--- src/bsb_pkg.sv ---
// Package for the B-spline to Bezier point converter.
// Holds widths, the divide-by-three digit step, point kinds and the item structs.
// No dependencies.
`default_nettype none
package bsb_pkg;

	localparam int COORD_WIDTH = 32;
	localparam int INDEX_WIDTH = 16;
	localparam int NUM_AXES    = 3;

	// Three weighted sums per axis: a+2b (g), 2b+c (f), b+2c (next g).
	localparam int NUM_SUMS  = 3;
	localparam int NUM_LANES = NUM_SUMS * NUM_AXES;
	localparam int LANE_G    = 0;
	localparam int LANE_F    = 1;
	localparam int LANE_N    = 2;

	// Radix-4 long division by three, split evenly over the divider stages.
	localparam int SUM_WIDTH        = COORD_WIDTH + 2;
	localparam int NUM_DIGITS       = (SUM_WIDTH + 1) / 2;
	localparam int DIV_STAGES       = 3;
	localparam int DIGITS_PER_STAGE = (NUM_DIGITS + DIV_STAGES - 1) / DIV_STAGES;
	localparam int CHUNK_WIDTH      = 2 * DIGITS_PER_STAGE;
	localparam int DVD_WIDTH        = CHUNK_WIDTH * DIV_STAGES;

	// Bias that makes every sum non-negative; a multiple of three, so the
	// quotient only picks up 2^(COORD_WIDTH-1), removed by flipping its top bit.
	localparam logic [DVD_WIDTH-1:0] DIV_OFFSET = DVD_WIDTH'(3) << (COORD_WIDTH - 1);

	localparam logic [INDEX_WIDTH-1:0] INDEX_MAX = '1;

	localparam int QUEUE_DEPTH = 2;
	localparam int PTR_WIDTH   = 1;
	localparam int CNT_WIDTH   = 2;

	typedef enum logic [1:0] {
		KIND_E = 2'd0,
		KIND_F = 2'd1,
		KIND_G = 2'd2
	} kind_t;

	typedef struct packed {
		logic                   is_last;
		logic [INDEX_WIDTH-1:0] seg_ef;
		logic [INDEX_WIDTH-1:0] seg_g;
	} bsb_meta_t;

	typedef struct packed {
		logic [NUM_LANES-1:0][DVD_WIDTH-1:0] dvd;
		bsb_meta_t                           meta;
	} bsb_item_t;

	// Divider work word: remaining dividend bits on top, quotient bits shifting in below.
	typedef struct packed {
		logic [NUM_LANES-1:0][DVD_WIDTH-1:0] work;
		logic [NUM_LANES-1:0][1:0]           rem;
		bsb_meta_t                           meta;
	} bsb_div_t;

	typedef struct packed {
		logic [NUM_AXES-1:0][COORD_WIDTH-1:0] pt;
		kind_t                                kind;
		logic [INDEX_WIDTH-1:0]               segment;
		logic                                 run_end;
		logic                                 curve_end;
	} bsb_result_t;

	// Divide {rem_in, bits} by three, one base-4 digit a step.
	function automatic logic [CHUNK_WIDTH+1:0] div3_chunk(input logic [1:0] rem_in,
		input logic [CHUNK_WIDTH-1:0] bits);
		logic [1:0]             r;
		logic [3:0]             v;
		logic [CHUNK_WIDTH-1:0] q;
		r = rem_in;
		q = '0;
		for (int d = DIGITS_PER_STAGE - 1; d >= 0; d--) begin
			v = {r, bits[2*d +: 2]};
			if (v >= 4'd9) begin
				q[2*d +: 2] = 2'd3;
				r = 2'(v - 4'd9);
			end else if (v >= 4'd6) begin
				q[2*d +: 2] = 2'd2;
				r = 2'(v - 4'd6);
			end else if (v >= 4'd3) begin
				q[2*d +: 2] = 2'd1;
				r = 2'(v - 4'd3);
			end else begin
				q[2*d +: 2] = 2'd0;
				r = v[1:0];
			end
		end
		return {r, q};
	endfunction

endpackage
`default_nettype wire

--- src/bsb_front.sv ---
// Front end: accepts de Boor points, keeps the window and count, classifies.
// Pushes biased weighted sums for points that yield results. Uses bsb_pkg.
`default_nettype none
module bsb_front import bsb_pkg::*; (
	input  wire logic                   clk,
	input  wire logic                   arst_n,
	input  wire logic                   in_valid,
	output logic                        in_stall,
	input  wire logic [COORD_WIDTH-1:0] px,
	input  wire logic [COORD_WIDTH-1:0] py,
	input  wire logic [COORD_WIDTH-1:0] pz,
	input  wire logic                   final_point,
	input  wire logic                   q_full,
	output logic                        push,
	output bsb_item_t                   push_item
);

	logic [NUM_AXES-1:0][COORD_WIDTH-1:0] older_q;
	logic [NUM_AXES-1:0][COORD_WIDTH-1:0] newer_q;
	logic [INDEX_WIDTH-1:0]               seen_q;
	logic [NUM_AXES-1:0][COORD_WIDTH-1:0] cur;
	logic                                 accept;
	logic                                 ge2;
	logic                                 ge3;
	logic [DVD_WIDTH-1:0]                 a_x;
	logic [DVD_WIDTH-1:0]                 b_x;
	logic [DVD_WIDTH-1:0]                 c_x;

	assign cur      = {pz, py, px};
	assign in_stall = q_full;
	assign accept   = in_valid && !q_full;
	assign ge2      = seen_q >= INDEX_WIDTH'(2);
	assign ge3      = seen_q >= INDEX_WIDTH'(3);
	assign push     = accept && (final_point ? ge3 : ge2);

	always_comb begin
		push_item.meta.is_last = final_point;
		if (seen_q == INDEX_MAX) begin
			push_item.meta.seg_ef = INDEX_MAX;
			push_item.meta.seg_g  = INDEX_MAX;
		end else if (ge2) begin
			push_item.meta.seg_ef = seen_q - INDEX_WIDTH'(2);
			push_item.meta.seg_g  = seen_q - INDEX_WIDTH'(1);
		end else begin
			push_item.meta.seg_ef = '0;
			push_item.meta.seg_g  = '0;
		end
		a_x = '0;
		b_x = '0;
		c_x = '0;
		for (int ax = 0; ax < NUM_AXES; ax++) begin
			a_x = {{(DVD_WIDTH-COORD_WIDTH){older_q[ax][COORD_WIDTH-1]}}, older_q[ax]};
			b_x = {{(DVD_WIDTH-COORD_WIDTH){newer_q[ax][COORD_WIDTH-1]}}, newer_q[ax]};
			c_x = {{(DVD_WIDTH-COORD_WIDTH){cur[ax][COORD_WIDTH-1]}}, cur[ax]};
			push_item.dvd[LANE_G*NUM_AXES+ax] = a_x + (b_x << 1) + DIV_OFFSET;
			push_item.dvd[LANE_F*NUM_AXES+ax] = (b_x << 1) + c_x + DIV_OFFSET;
			push_item.dvd[LANE_N*NUM_AXES+ax] = b_x + (c_x << 1) + DIV_OFFSET;
		end
	end

	// Shift the window on every accepted point but the curve's last; clear it at the curve's end.
	always_ff @(posedge clk or negedge arst_n) begin
		if (!arst_n) begin
			older_q <= '0;
			newer_q <= '0;
			seen_q  <= '0;
		end else if (accept) begin
			if (final_point) begin
				older_q <= '0;
				newer_q <= '0;
				seen_q  <= '0;
			end else begin
				older_q <= newer_q;
				newer_q <= cur;
				if (seen_q != INDEX_MAX) begin
					seen_q <= seen_q + INDEX_WIDTH'(1);
				end
			end
		end
	end

endmodule
`default_nettype wire

--- src/bsb_queue.sv ---
// Two-entry queue between front end and back end.
// Uses bsb_pkg for the item type.
`default_nettype none
module bsb_queue import bsb_pkg::*; (
	input  wire logic      clk,
	input  wire logic      arst_n,
	input  wire logic      push,
	input  wire bsb_item_t push_item,
	output logic           full,
	input  wire logic      pop,
	output logic           head_valid,
	output bsb_item_t      head_item
);

	bsb_item_t              entry_q [QUEUE_DEPTH];
	logic [PTR_WIDTH-1:0]   wr_ptr_q;
	logic [PTR_WIDTH-1:0]   rd_ptr_q;
	logic [CNT_WIDTH-1:0]   count_q;
	logic                   do_pop;

	assign full       = count_q == CNT_WIDTH'(QUEUE_DEPTH);
	assign head_valid = count_q != '0;
	assign head_item  = entry_q[rd_ptr_q];
	assign do_pop     = pop && head_valid;

	always_ff @(posedge clk) begin
		if (push) begin
			entry_q[wr_ptr_q] <= push_item;
		end
	end

	always_ff @(posedge clk or negedge arst_n) begin
		if (!arst_n) begin
			wr_ptr_q <= '0;
			rd_ptr_q <= '0;
			count_q  <= '0;
		end else begin
			if (push) begin
				wr_ptr_q <= wr_ptr_q + PTR_WIDTH'(1);
			end
			if (do_pop) begin
				rd_ptr_q <= rd_ptr_q + PTR_WIDTH'(1);
			end
			if (push && !do_pop) begin
				count_q <= count_q + CNT_WIDTH'(1);
			end else if (do_pop && !push) begin
				count_q <= count_q - CNT_WIDTH'(1);
			end
		end
	end

endmodule
`default_nettype wire

--- src/bsb_div_stage.sv ---
// One stage of the divide-by-three pipeline: a chunk of base-4 digits per lane.
// Uses bsb_pkg (div3_chunk, bsb_div_t).
`default_nettype none
module bsb_div_stage import bsb_pkg::*; (
	input  wire logic     clk,
	input  wire logic     arst_n,
	input  wire logic     in_valid,
	output logic          in_ready,
	input  wire bsb_div_t in_data,
	output logic          out_valid,
	input  wire logic     out_ready,
	output bsb_div_t      out_data
);

	bsb_div_t                 data_s1;
	logic                     valid_s1;
	bsb_div_t                 nxt;
	logic [CHUNK_WIDTH+1:0]   step;

	assign in_ready  = !valid_s1 || out_ready;
	assign out_valid = valid_s1;
	assign out_data  = data_s1;

	always_comb begin
		nxt      = in_data;
		step     = '0;
		for (int l = 0; l < NUM_LANES; l++) begin
			step = div3_chunk(in_data.rem[l],
				in_data.work[l][DVD_WIDTH-1 -: CHUNK_WIDTH]);
			nxt.rem[l]  = step[CHUNK_WIDTH+1 -: 2];
			nxt.work[l] = {in_data.work[l][DVD_WIDTH-CHUNK_WIDTH-1:0],
				step[CHUNK_WIDTH-1:0]};
		end
	end

	always_ff @(posedge clk or negedge arst_n) begin
		if (!arst_n) begin
			valid_s1 <= 1'b0;
		end else if (in_ready) begin
			valid_s1 <= in_valid;
		end
	end

	always_ff @(posedge clk) begin
		if (in_ready && in_valid) begin
			data_s1 <= nxt;
		end
	end

endmodule
`default_nettype wire

--- src/bsb_back.sv ---
// Back end: divider pipeline, junction point, and result serializer with
// the output handshake. Uses bsb_pkg and bsb_div_stage.
`default_nettype none
module bsb_back import bsb_pkg::*; (
	input  wire logic      clk,
	input  wire logic      arst_n,
	input  wire logic      head_valid,
	input  wire bsb_item_t head_item,
	output logic           pop,
	output logic           out_valid,
	input  wire logic      out_stall,
	output bsb_result_t    result
);

	bsb_div_t st_data  [DIV_STAGES+1];
	logic     st_valid [DIV_STAGES+1];
	logic     st_ready [DIV_STAGES+1];

	logic [NUM_AXES-1:0][COORD_WIDTH-1:0] e_q;
	logic [NUM_AXES-1:0][COORD_WIDTH-1:0] f_q;
	logic [NUM_AXES-1:0][COORD_WIDTH-1:0] g_q;
	bsb_meta_t                            meta_q;
	logic                                 valid_q;
	kind_t                                idx_q;

	logic [NUM_AXES-1:0][COORD_WIDTH-1:0] e_d;
	logic [NUM_AXES-1:0][COORD_WIDTH-1:0] f_d;
	logic [NUM_AXES-1:0][COORD_WIDTH-1:0] g_d;
	logic [COORD_WIDTH:0]                 ef_sum;
	logic                                 take;
	logic                                 last_res;
	logic                                 ser_ready;
	kind_t                                idx_nx;

	function automatic logic [NUM_AXES-1:0][COORD_WIDTH-1:0] nxt_g(input bsb_div_t d);
		logic [NUM_AXES-1:0][COORD_WIDTH-1:0] r;
		for (int ax = 0; ax < NUM_AXES; ax++) begin
			r[ax] = d.work[LANE_N*NUM_AXES+ax][COORD_WIDTH-1:0]
				^ {1'b1, {(COORD_WIDTH-1){1'b0}}};
		end
		return r;
	endfunction

	always_comb begin
		st_data[0].work = head_item.dvd;
		st_data[0].rem  = '0;
		st_data[0].meta = head_item.meta;
	end
	assign st_valid[0] = head_valid;
	assign pop         = head_valid && st_ready[0];

	for (genvar k = 0; k < DIV_STAGES; k++) begin : g_div
		bsb_div_stage u_stage (
			.clk       (clk),
			.arst_n    (arst_n),
			.in_valid  (st_valid[k]),
			.in_ready  (st_ready[k]),
			.in_data   (st_data[k]),
			.out_valid (st_valid[k+1]),
			.out_ready (st_ready[k+1]),
			.out_data  (st_data[k+1])
		);
	end

	assign st_ready[DIV_STAGES] = ser_ready;

	// Quotients carry a bias of 2^(COORD_WIDTH-1): flip the top bit to drop it.
	always_comb begin
		ef_sum = '0;
		for (int ax = 0; ax < NUM_AXES; ax++) begin
			g_d[ax] = st_data[DIV_STAGES].work[LANE_G*NUM_AXES+ax][COORD_WIDTH-1:0]
				^ {1'b1, {(COORD_WIDTH-1){1'b0}}};
			f_d[ax] = st_data[DIV_STAGES].work[LANE_F*NUM_AXES+ax][COORD_WIDTH-1:0]
				^ {1'b1, {(COORD_WIDTH-1){1'b0}}};
			ef_sum  = {g_d[ax][COORD_WIDTH-1], g_d[ax]} + {f_d[ax][COORD_WIDTH-1], f_d[ax]};
			e_d[ax] = ef_sum[COORD_WIDTH:1];
		end
	end

	assign take      = valid_q && !out_stall;
	assign last_res  = meta_q.is_last ? (idx_q == KIND_E) : (idx_q == KIND_G);
	assign ser_ready = !valid_q || (take && last_res);

	always_comb begin
		case (idx_q)
			KIND_E:  idx_nx = KIND_F;
			KIND_F:  idx_nx = KIND_G;
			default: idx_nx = KIND_G;
		endcase
	end

	always_ff @(posedge clk or negedge arst_n) begin
		if (!arst_n) begin
			valid_q <= 1'b0;
			idx_q   <= KIND_E;
		end else if (ser_ready) begin
			valid_q <= st_valid[DIV_STAGES];
			idx_q   <= KIND_E;
		end else if (take) begin
			idx_q <= idx_nx;
		end
	end

	always_ff @(posedge clk) begin
		if (ser_ready && st_valid[DIV_STAGES]) begin
			e_q    <= e_d;
			f_q    <= f_d;
			g_q    <= nxt_g(st_data[DIV_STAGES]);
			meta_q <= st_data[DIV_STAGES].meta;
		end
	end

	assign out_valid = valid_q;

	always_comb begin
		result.kind      = idx_q;
		result.run_end   = last_res;
		result.curve_end = meta_q.is_last;
		case (idx_q)
			KIND_E: begin
				result.pt      = e_q;
				result.segment = meta_q.seg_ef;
			end
			KIND_F: begin
				result.pt      = f_q;
				result.segment = meta_q.seg_ef;
			end
			default: begin
				result.pt      = g_q;
				result.segment = meta_q.seg_g;
			end
		endcase
	end

endmodule
`default_nettype wire

--- src/bspline_to_bezier_points_top.sv ---
// Uniform cubic B-spline to Bezier point converter, top level.
// Path: an accepted point is written to the queue, registered in each divider
// stage, then in the serializer before its first result shows. Throughput is
// bound by the output port: one result per cycle while out_stall is low.
// Reset: arst_n clears the point window, the count and all valid flags.
// Depends on bsb_pkg, bsb_front, bsb_queue, bsb_div_stage and bsb_back.
`default_nettype none
module bspline_to_bezier_points_top import bsb_pkg::*; (
	input  wire logic                          clk,
	input  wire logic                          arst_n,
	// Input channel: one de Boor point per transfer.
	input  wire logic                          in_valid,
	output logic                               in_stall,
	input  wire logic signed [COORD_WIDTH-1:0] px,
	input  wire logic signed [COORD_WIDTH-1:0] py,
	input  wire logic signed [COORD_WIDTH-1:0] pz,
	input  wire logic                          final_point,
	// Output channel: one Bezier control point per transfer.
	output logic                               out_valid,
	input  wire logic                          out_stall,
	output logic signed [COORD_WIDTH-1:0]      bx,
	output logic signed [COORD_WIDTH-1:0]      by,
	output logic signed [COORD_WIDTH-1:0]      bz,
	output logic [1:0]                         kind,
	output logic [INDEX_WIDTH-1:0]             segment,
	output logic                               run_end,
	output logic                               curve_end
);

	logic        q_full;
	logic        push;
	bsb_item_t   push_item;
	logic        pop;
	logic        head_valid;
	bsb_item_t   head_item;
	bsb_result_t result;

	// Front end: hold the two previous points, classify the new one and
	// form the biased sums a+2b, 2b+c, b+2c per axis. Points that yield no
	// result only advance or clear the window and never enter the queue.
	bsb_front u_front (
		.clk         (clk),
		.arst_n      (arst_n),
		.in_valid    (in_valid),
		.in_stall    (in_stall),
		.px          (px),
		.py          (py),
		.pz          (pz),
		.final_point (final_point),
		.q_full      (q_full),
		.push        (push),
		.push_item   (push_item)
	);

	// Decouple the two halves so each can stall on its own.
	bsb_queue u_queue (
		.clk        (clk),
		.arst_n     (arst_n),
		.push       (push),
		.push_item  (push_item),
		.full       (q_full),
		.pop        (pop),
		.head_valid (head_valid),
		.head_item  (head_item)
	);

	// Back end: three-stage floor division by three, then the junction point
	// e = floor((g+f)/2), then a serializer that emits e, f, g (or e alone at
	// the curve's end) one per transfer and loads the next item on the last.
	bsb_back u_back (
		.clk        (clk),
		.arst_n     (arst_n),
		.head_valid (head_valid),
		.head_item  (head_item),
		.pop        (pop),
		.out_valid  (out_valid),
		.out_stall  (out_stall),
		.result     (result)
	);

	assign bx        = result.pt[0];
	assign by        = result.pt[1];
	assign bz        = result.pt[2];
	assign kind      = result.kind;
	assign segment   = result.segment;
	assign run_end   = result.run_end;
	assign curve_end = result.curve_end;

	// The curve's end is a lone junction point that closes its run.
	a_curve_end_is_e: assert property (@(posedge clk) disable iff (!arst_n)
		(out_valid && curve_end) |-> (run_end && kind == KIND_E))
		else $error("curve end on a result other than a closing e point");

	// A run does not break off: after a result that is not the run's last,
	// the next result is already waiting.
	a_run_continues: assert property (@(posedge clk) disable iff (!arst_n)
		(out_valid && !out_stall && !run_end) |=> out_valid)
		else $error("result run broke off before its end");

	// Inside a run, e is followed by f.
	a_e_then_f: assert property (@(posedge clk) disable iff (!arst_n)
		(out_valid && !out_stall && !run_end && kind == KIND_E) |=>
		(kind == KIND_F))
		else $error("e point not followed by f point");

endmodule
`default_nettype wire

--- config.mk ---
export PLATFORM = sky130hd
export DESIGN_NAME = bspline_to_bezier_points_top
export DESIGN_NICKNAME = d
export VERILOG_FILES = /design/src/bsb_pkg.sv /design/src/bsb_front.sv /design/src/bsb_queue.sv /design/src/bsb_div_stage.sv /design/src/bsb_back.sv /design/src/bspline_to_bezier_points_top.sv
export SDC_FILE = /design/constraint.sdc
export NUM_CORES = 2
export LEC_CHECK = 0
export BUFFER_PORTS_ARGS = -buffer_cell sky130_fd_sc_hd__buf_4
export CORE_ASPECT_RATIO = 1.4
export CORE_MARGIN = 3
export CORE_UTILIZATION = 30
export DETAILED_ROUTE_END_ITERATION = 7
export GPL_TIMING_DRIVEN = 0
export PLACE_DENSITY = 0.52
export SKIP_LAST_GASP = 1
export SLEW_MARGIN = 30
export SYNTH_ARGS = -nofsm -noshare
export SYNTH_HDL_FRONTEND = slang
export SYNTH_SLANG_ARGS = --single-unit
--- constraint.sdc ---
create_clock -name clk -period 56.6 [get_ports clk]
set_input_delay 8.49 -clock clk [delete_from_list [all_inputs] [get_ports clk]]
set_output_delay 8.49 -clock clk [all_outputs]
set_load 0.02 [all_outputs]
Word-level counts from Yosys, hierarchy flattened:

Memory sizes are Yosys's and may differ from the RTL's.
Index checks and enable logic that the tools add are counted.

* $add $sub $neg: 487
* $mul: 0
* div/mod/pow operators: 0
* $lt $le $gt $ge: 488
* equality and inequality tests: 5
* shifts and indexed selects: 0
* multiplexer cells: 800
* bitwise operators: 9
* reduce and logical (&&, ||, !) cells: 192

Operators by type and width (count)
* two-way mux 2 bit: 464
* >= comparator 4 x 2 -> 1 bit, second input constant: 153
* >= comparator 4 x 3 -> 1 bit, second input constant: 153
* >= comparator 4 bit, second input constant: 153
* subtractor 2 bit, second input constant: 306
* two-way mux 1 bit: 328
* OR reduction 2 bit: 163
* adder 36 x 33 -> 36 bit, second input constant: 9
* subtractor 2 x 1 -> 2 bit, second input constant: 154
* adder 32 x 33 -> 34 bit: 6
* two-way mux 96 bit: 2
* case mux 96 bit (2 select lines): 1
* adder 33 x 32 -> 34 bit: 3
* adder 32 x 32 -> 33 bit: 3
* two-way mux 32 bit: 2
* two-way mux 16 bit: 3
* >= comparator 2 x 4 -> 1 bit, second input constant: 9
* >= comparator 16 x 2 -> 1 bit, second input constant: 2
* >= comparator 2 x 3 -> 1 bit, second input constant: 9
* >= comparator 2 bit, second input constant: 9
* adder 16 x 1 -> 16 bit, second input constant: 1
* == test 16 bit, second input constant: 1
* != test 16 bit, second input constant: 1
* subtractor 16 x 1 -> 16 bit, second input constant: 1
* 12 further kinds: 45

* flip-flop bits (word level): 1610
* latch bits: 0
* RAM bits: 714
* memory bits (read-only): 0
* bits of input ports: 101
* output and inout bits: 118
* memories: 1

Memories
* u_queue.entry_q: depth 2, bits a word 357, rd ports 1, clocked after memory_dff 0, wr ports 1, line bsb_queue.sv:15 `bsb_item_t entry_q [QUEUE_DEPTH];`

Depth between registers and ports, before layout:

An unclocked memory read counts as a cell.

* depth after elaboration: 25
* mapped depth: 31
* mapped depth without buffers: 22

Cells and area by module:

Synthesis repeated with hierarchy kept, for this count alone.

* cells, all modules: 11855
* area total of the unflattened synthesis: 140274.5 sq um

By module, submodules not included
* bsb_div_stage at u_back.g_div[1].u_stage ...: instances 2, cells an instance 2051, area each 23339.9 sq um, sequential area each 11285.8 sq um
* bsb_queue: instances 1, cells an instance 1127, area each 27269.9 sq um, sequential area each 21540.7 sq um
* bsb_front: instances 1, cells an instance 3347, area each 27093.5 sq um, sequential area each 5205.0 sq um
* bsb_div_stage at u_back.g_div[0].u_stage: instances 1, cells an instance 1878, area each 22303.9 sq um, sequential area each 11285.8 sq um
* bsb_back: instances 1, cells an instance 1401, area each 16927.5 sq um, sequential area each 9714.3 sq um

Least setup slack after synthesis:

No wires, ideal clock.

* kind: in2reg
* start point: input port in_valid
* end point: memory u_queue.entry_q[0][0] (netlist name), enable pin
* arrival: 42973 ps
* required time: 54650 ps
* slack: 11677 ps
* stages on the path: 5
* cell sequence: nand2_1 clkbuf_1 clkbuf_1 clkbuf_1 nor4_1

* cells in the longest elaborated chain, start to end: 4

Ends and longest elaborated chain
* start, declared: line bspline_to_bezier_points_top.sv:12 `input wire logic in_valid,`
* logical AND 1 bit: line bsb_front.sv:31 `assign accept = in_valid && !q_full;`
* logical AND 1 bit: line bsb_front.sv:34 `assign push = accept && (final_point ? ge3 : ge2);`
* two-way mux 1 bit: line bsb_queue.sv:27 `if (push) begin`
* two-way mux 1 bit (implied by the code): line bsb_queue.sv:28 `entry_q[wr_ptr_q] <= push_item;`
* end, declared: line bsb_queue.sv:15

Every way passes these cells.

Final worst setup path:

* start point: input port in_valid
* end point: memory u_queue.entry_q[0][276] (netlist name), enable pin

Same word-level chain as after synthesis.

==> run_results.csv <==
group,metric,value,unit
worst_setup_path,crit_path_end_kind,"flop",
synthesis,yosysSeqAreaShare,55.1,%
routing,wl_per_cell,20.9,um
worst_setup_path,rrSetupSlack,43.83,ns
floorplan,die_w,542,um
finish,fin_nets,11600,
clock_network,holdBufCountCts,0,
routing,drc_errors,0,
synthesis,synth_seq_cells,2252,
timing,finalCritPeriodShare,25.2,%
placed_design,place_inst,15500,
floorplan,core_area,399000,um^2
synthesis,synth_edf_count,2034,
floorplan,start_util,30.2,%
global_routing,grt-ovfl-total,0,
timing,drv_slew,0,
timing,tightest_slew,0.996,ns
global_routing,antenna_found_initial,80,
global_routing,grt_max_degree,76,
worst_setup_path,crit_path_max_incr_delay,0.49,ns
floorplan,dieArea,410000,um^2
clock_network,cts_tree,"yes",
timing,hold_violations,0,
flow_run,max_cap_viol_count,0,
placed_design,dp_hpwl,258000,um
worst_setup_path,path_class,"input port to flop",
floorplan,ioPinCount,219,
finish,fin_cells,15900,
routing,vias,78800,
status,outcome,"finished, final reports clean",
synthesis,ys_types,134,
timing,period_needed,14.28,ns
worst_setup_path,cp_slowest_cell,"clkbuf_4",
global_routing,grt_pass1_wl,493000,um
clock_network,htreeDepth,4,
worst_setup_path,crit_family,"buffers and inverters",
synthesis,synth-warning-count,0,
worst_setup_path,worstPathMaxFanout,11,
worst_hold_path,hold_depth,0,
worst_setup_path,regToRegEndpoint,"u_back.g_div[0].u_stage.out_data[44]$_DFFE_PP_",
worst_setup_path,startpoint_type,"input port",
clock_network,clockBufferDepth,4,
synthesis,avgSynthCellArea,12.3,um^2
synthesis,syn_area,121000,um^2
routing,route.antenna.remaining_nets,0,
clock_network,post-cts-setup-buffers,0,
placed_design,port_buffers,218,
routing,routed_wl,333000,um
finish,regArea,66500,um^2
timing,slew_headroom,33.2,%
synthesis,synthArstFlopShare,9.68,%
synthesis,ys.flop_type,"edfxtp_1",
synthesis,synth.top_cell.area_share,50.6,%
routing,drtPass1Iterations,6,
finish,num-fill-cells,38600,
finish,multi_input_area,51200,um^2
clock_network,clockRootBuffer,"clkbuf_16",
floorplan,rows,274,
clock_network,numCtsBuffers,225,
finish,area.growth.synth_to_final,15.9,%
clock_network,insertion_delay,0.91,ns
worst_setup_path,cp_num_buf_inv,25,
synthesis,ys_top_cells_by_area,"edfxtp_1, ha_1, dfrtp_1",
timing,rsz0062_at_grt,"false",
synthesis,yosys.area.top_type,"edfxtp_1",
timing,max_freq,70.0,MHz
synthesis,synthCells,9843,
clock_network,ctsResizeCount,0,
worst_setup_path,crit_arrival,14.86,ns
worst_hold_path,hp-start,"u_back.g_div[0].u_stage.out_data[92]$_SDFFCE_PP1P_",
timing,skew,0.0610,ns
global_routing,grt_pass1_vias,80400,
worst_hold_path,min_to,"u_back.g_div[1].u_stage.out_data[104]$_DFFE_PP_",
routing,via_per_inst,4.95,
worst_hold_path,hold_class,"flop to flop",
finish,drive_gt1_share,13.2,%
floorplan,die_h,756,um
timing,setup_violations,0,
worst_setup_path,critPathRequiredTime,57.18,ns
clock_network,clock-sinks,2252,
worst_setup_path,timing.rr.start,"u_queue.rd_ptr_q$_DFFE_PN0P_",
clock_network,cts.clk_slew.worst_paths,0.06,ns
routing,drtIter0Drc,4950,
timing,holdWs,0.377,ns
global_routing,grtUsageTotal,15.8,%
timing,fin_setup_tns,0,ns
placed_design,place_congestion,0.886,
worst_setup_path,path_common_cell,"buf_2",
worst_setup_path,worstRegToRegCells,31,
synthesis,synth_nets,11000,
-- layer usage --
layer / vias up / track usage (%) / share of wire, %
met1: 38500 / 17.9 / 39
met2: 1786 / 28.4 / 50
met3: 661 / 2.47 / 4.7
li1: 37800 / - / -
met5: - / 0 / 0.12
met4: 60 / 8.48 / 5.8
-- cell usage after synthesis (24+ instances only) --
library cell,count
edfxtp_1,2034
ha_1,1015
nand2_1,810
o21ai_0,665
inv_1,596
nor2_1,543
a21oi_1,398
mux2i_1,392
mux2_2,380
xnor2_1,339
dfrtp_1,218
nor3_1,171
nand2b_1,160
clkbuf_1,151
a21o_1,131
nand3_1,128
nor2b_1,113
xor2_1,103
a31oi_1,81
o21a_1,76
nor3b_1,72
or3_1,67
a211oi_1,66
o21bai_1,64
o31ai_1,59
and2_1,54
and3_1,53
or2_2,51
o211ai_1,47
a21boi_0,45
nand4_1,33
o22ai_1,32
a211o_1,31
nor4_1,31
o21ai_1,27
nand3b_1,25
o2111ai_1,24
o221ai_1,24
-- through the flow --
stage	instance area, um^2	setup slack, ns	utilization [%]
after floorplan	121000	11.68	-
after CTS	140000	42.17	35.0
final	140000	42.32	35.0
after global placement	129000	-18.28	32.3
after detailed placement	132000	41.21	33.1
after global routing	140000	41.91	35.0
-- sequential cells by signal, summed over array words and instances (netlist names) --
register                        count
u_back.g_div.u_stage.out_data     999
u_front.newer_q                    64
u_back.out_valid                    1
u_front.b_x                        32
u_back.meta_q                      32
u_back.f_q                         96
u_queue.count_q                     2
u_back.g_div.u_stage.out_valid      3
u_back.idx_q                        2
u_front.a_x                        32
u_queue.entry_q                   714
u_queue.wr_ptr_q                    1
u_back.g_q                         96
u_back.e_q                         96
u_front.seen_q                     16
u_front.older_q                    64
u_back.result                       1
u_queue.rd_ptr_q                    1
-- cell families (layout without fill, tap and decap cells) --
group / after synthesis / after routing / synth area share (%)
compound gates: 2083 / 2083 / 11.3
xor+xnor: 461 / 461 / 3.46
fa+ha+maj: 1027 / 1027 / 10.7
buf+inv: 790 / 1602 / 2.48
flops: 2252 / 2252 / 55.1
mux: 790 / 790 / 6.98
other cells: 0 / 24 / 0
simple gates: 2440 / 2440 / 9.93
-- area by class of cell --
| cell class | instances | area share (%) |
|---|---|---|
| diodes | 24 | 0.0430 |
| plain buffers | 190 | 0.618 |
| clock buffers | 261 | 4.22 |
| clock inverters | 151 | 1.37 |
| inverters | 600 | 1.62 |
| multi-input cells | 6801 | 36.6 |
| flip-flops and latches | 2252 | 47.6 |
| well taps | 5244 | 4.69 |
| repair buffers | 400 | 3.24 |
-- worst max path at each step --
stage / from / endpoint / slack (ns) / depth (start not counted)
floorplan: in_valid / u_queue.entry_q[0][0]$_DFFE_PP_ / 11.68 / 5
global placement: in_valid / u_queue.entry_q[0][62]$_DFFE_PP_ / -18.28 / 6
detailed placement: in_valid / u_queue.entry_q[0][169]$_DFFE_PP_ / 41.21 / 27
CTS: in_valid / u_queue.entry_q[0][62]$_DFFE_PP_ / 42.17 / 27
global route: in_valid / u_queue.entry_q[0][276]$_DFFE_PP_ / 41.91 / 27
finish: in_valid / u_queue.entry_q[0][276]$_DFFE_PP_ / 42.32 / 27
-- cell usage in the layout, fill, tap and decap left out, types with 81 or more instances in the layout --
master     count
ha_1        1015
nand2_1      809
mux2_2       380
nor3_1       170
a21o_1       131
clkbuf_16    227
inv_1        595
edfxtp_1    2034
xor2_1       103
nor2b_1      112
a31oi_1       81
a21oi_1      397
nand3_1      128
mux2i_1      392
o21ai_0      638
buf_2         98
nor2_1       543
buf_4        225
clkbuf_1     127
nand2b_1     160
dfrtp_1      218
xnor2_1      339
Power is left out: the tool's default activity adds up to more than one toggle a clock period on the data nets, which glitch-free logic cannot reach.
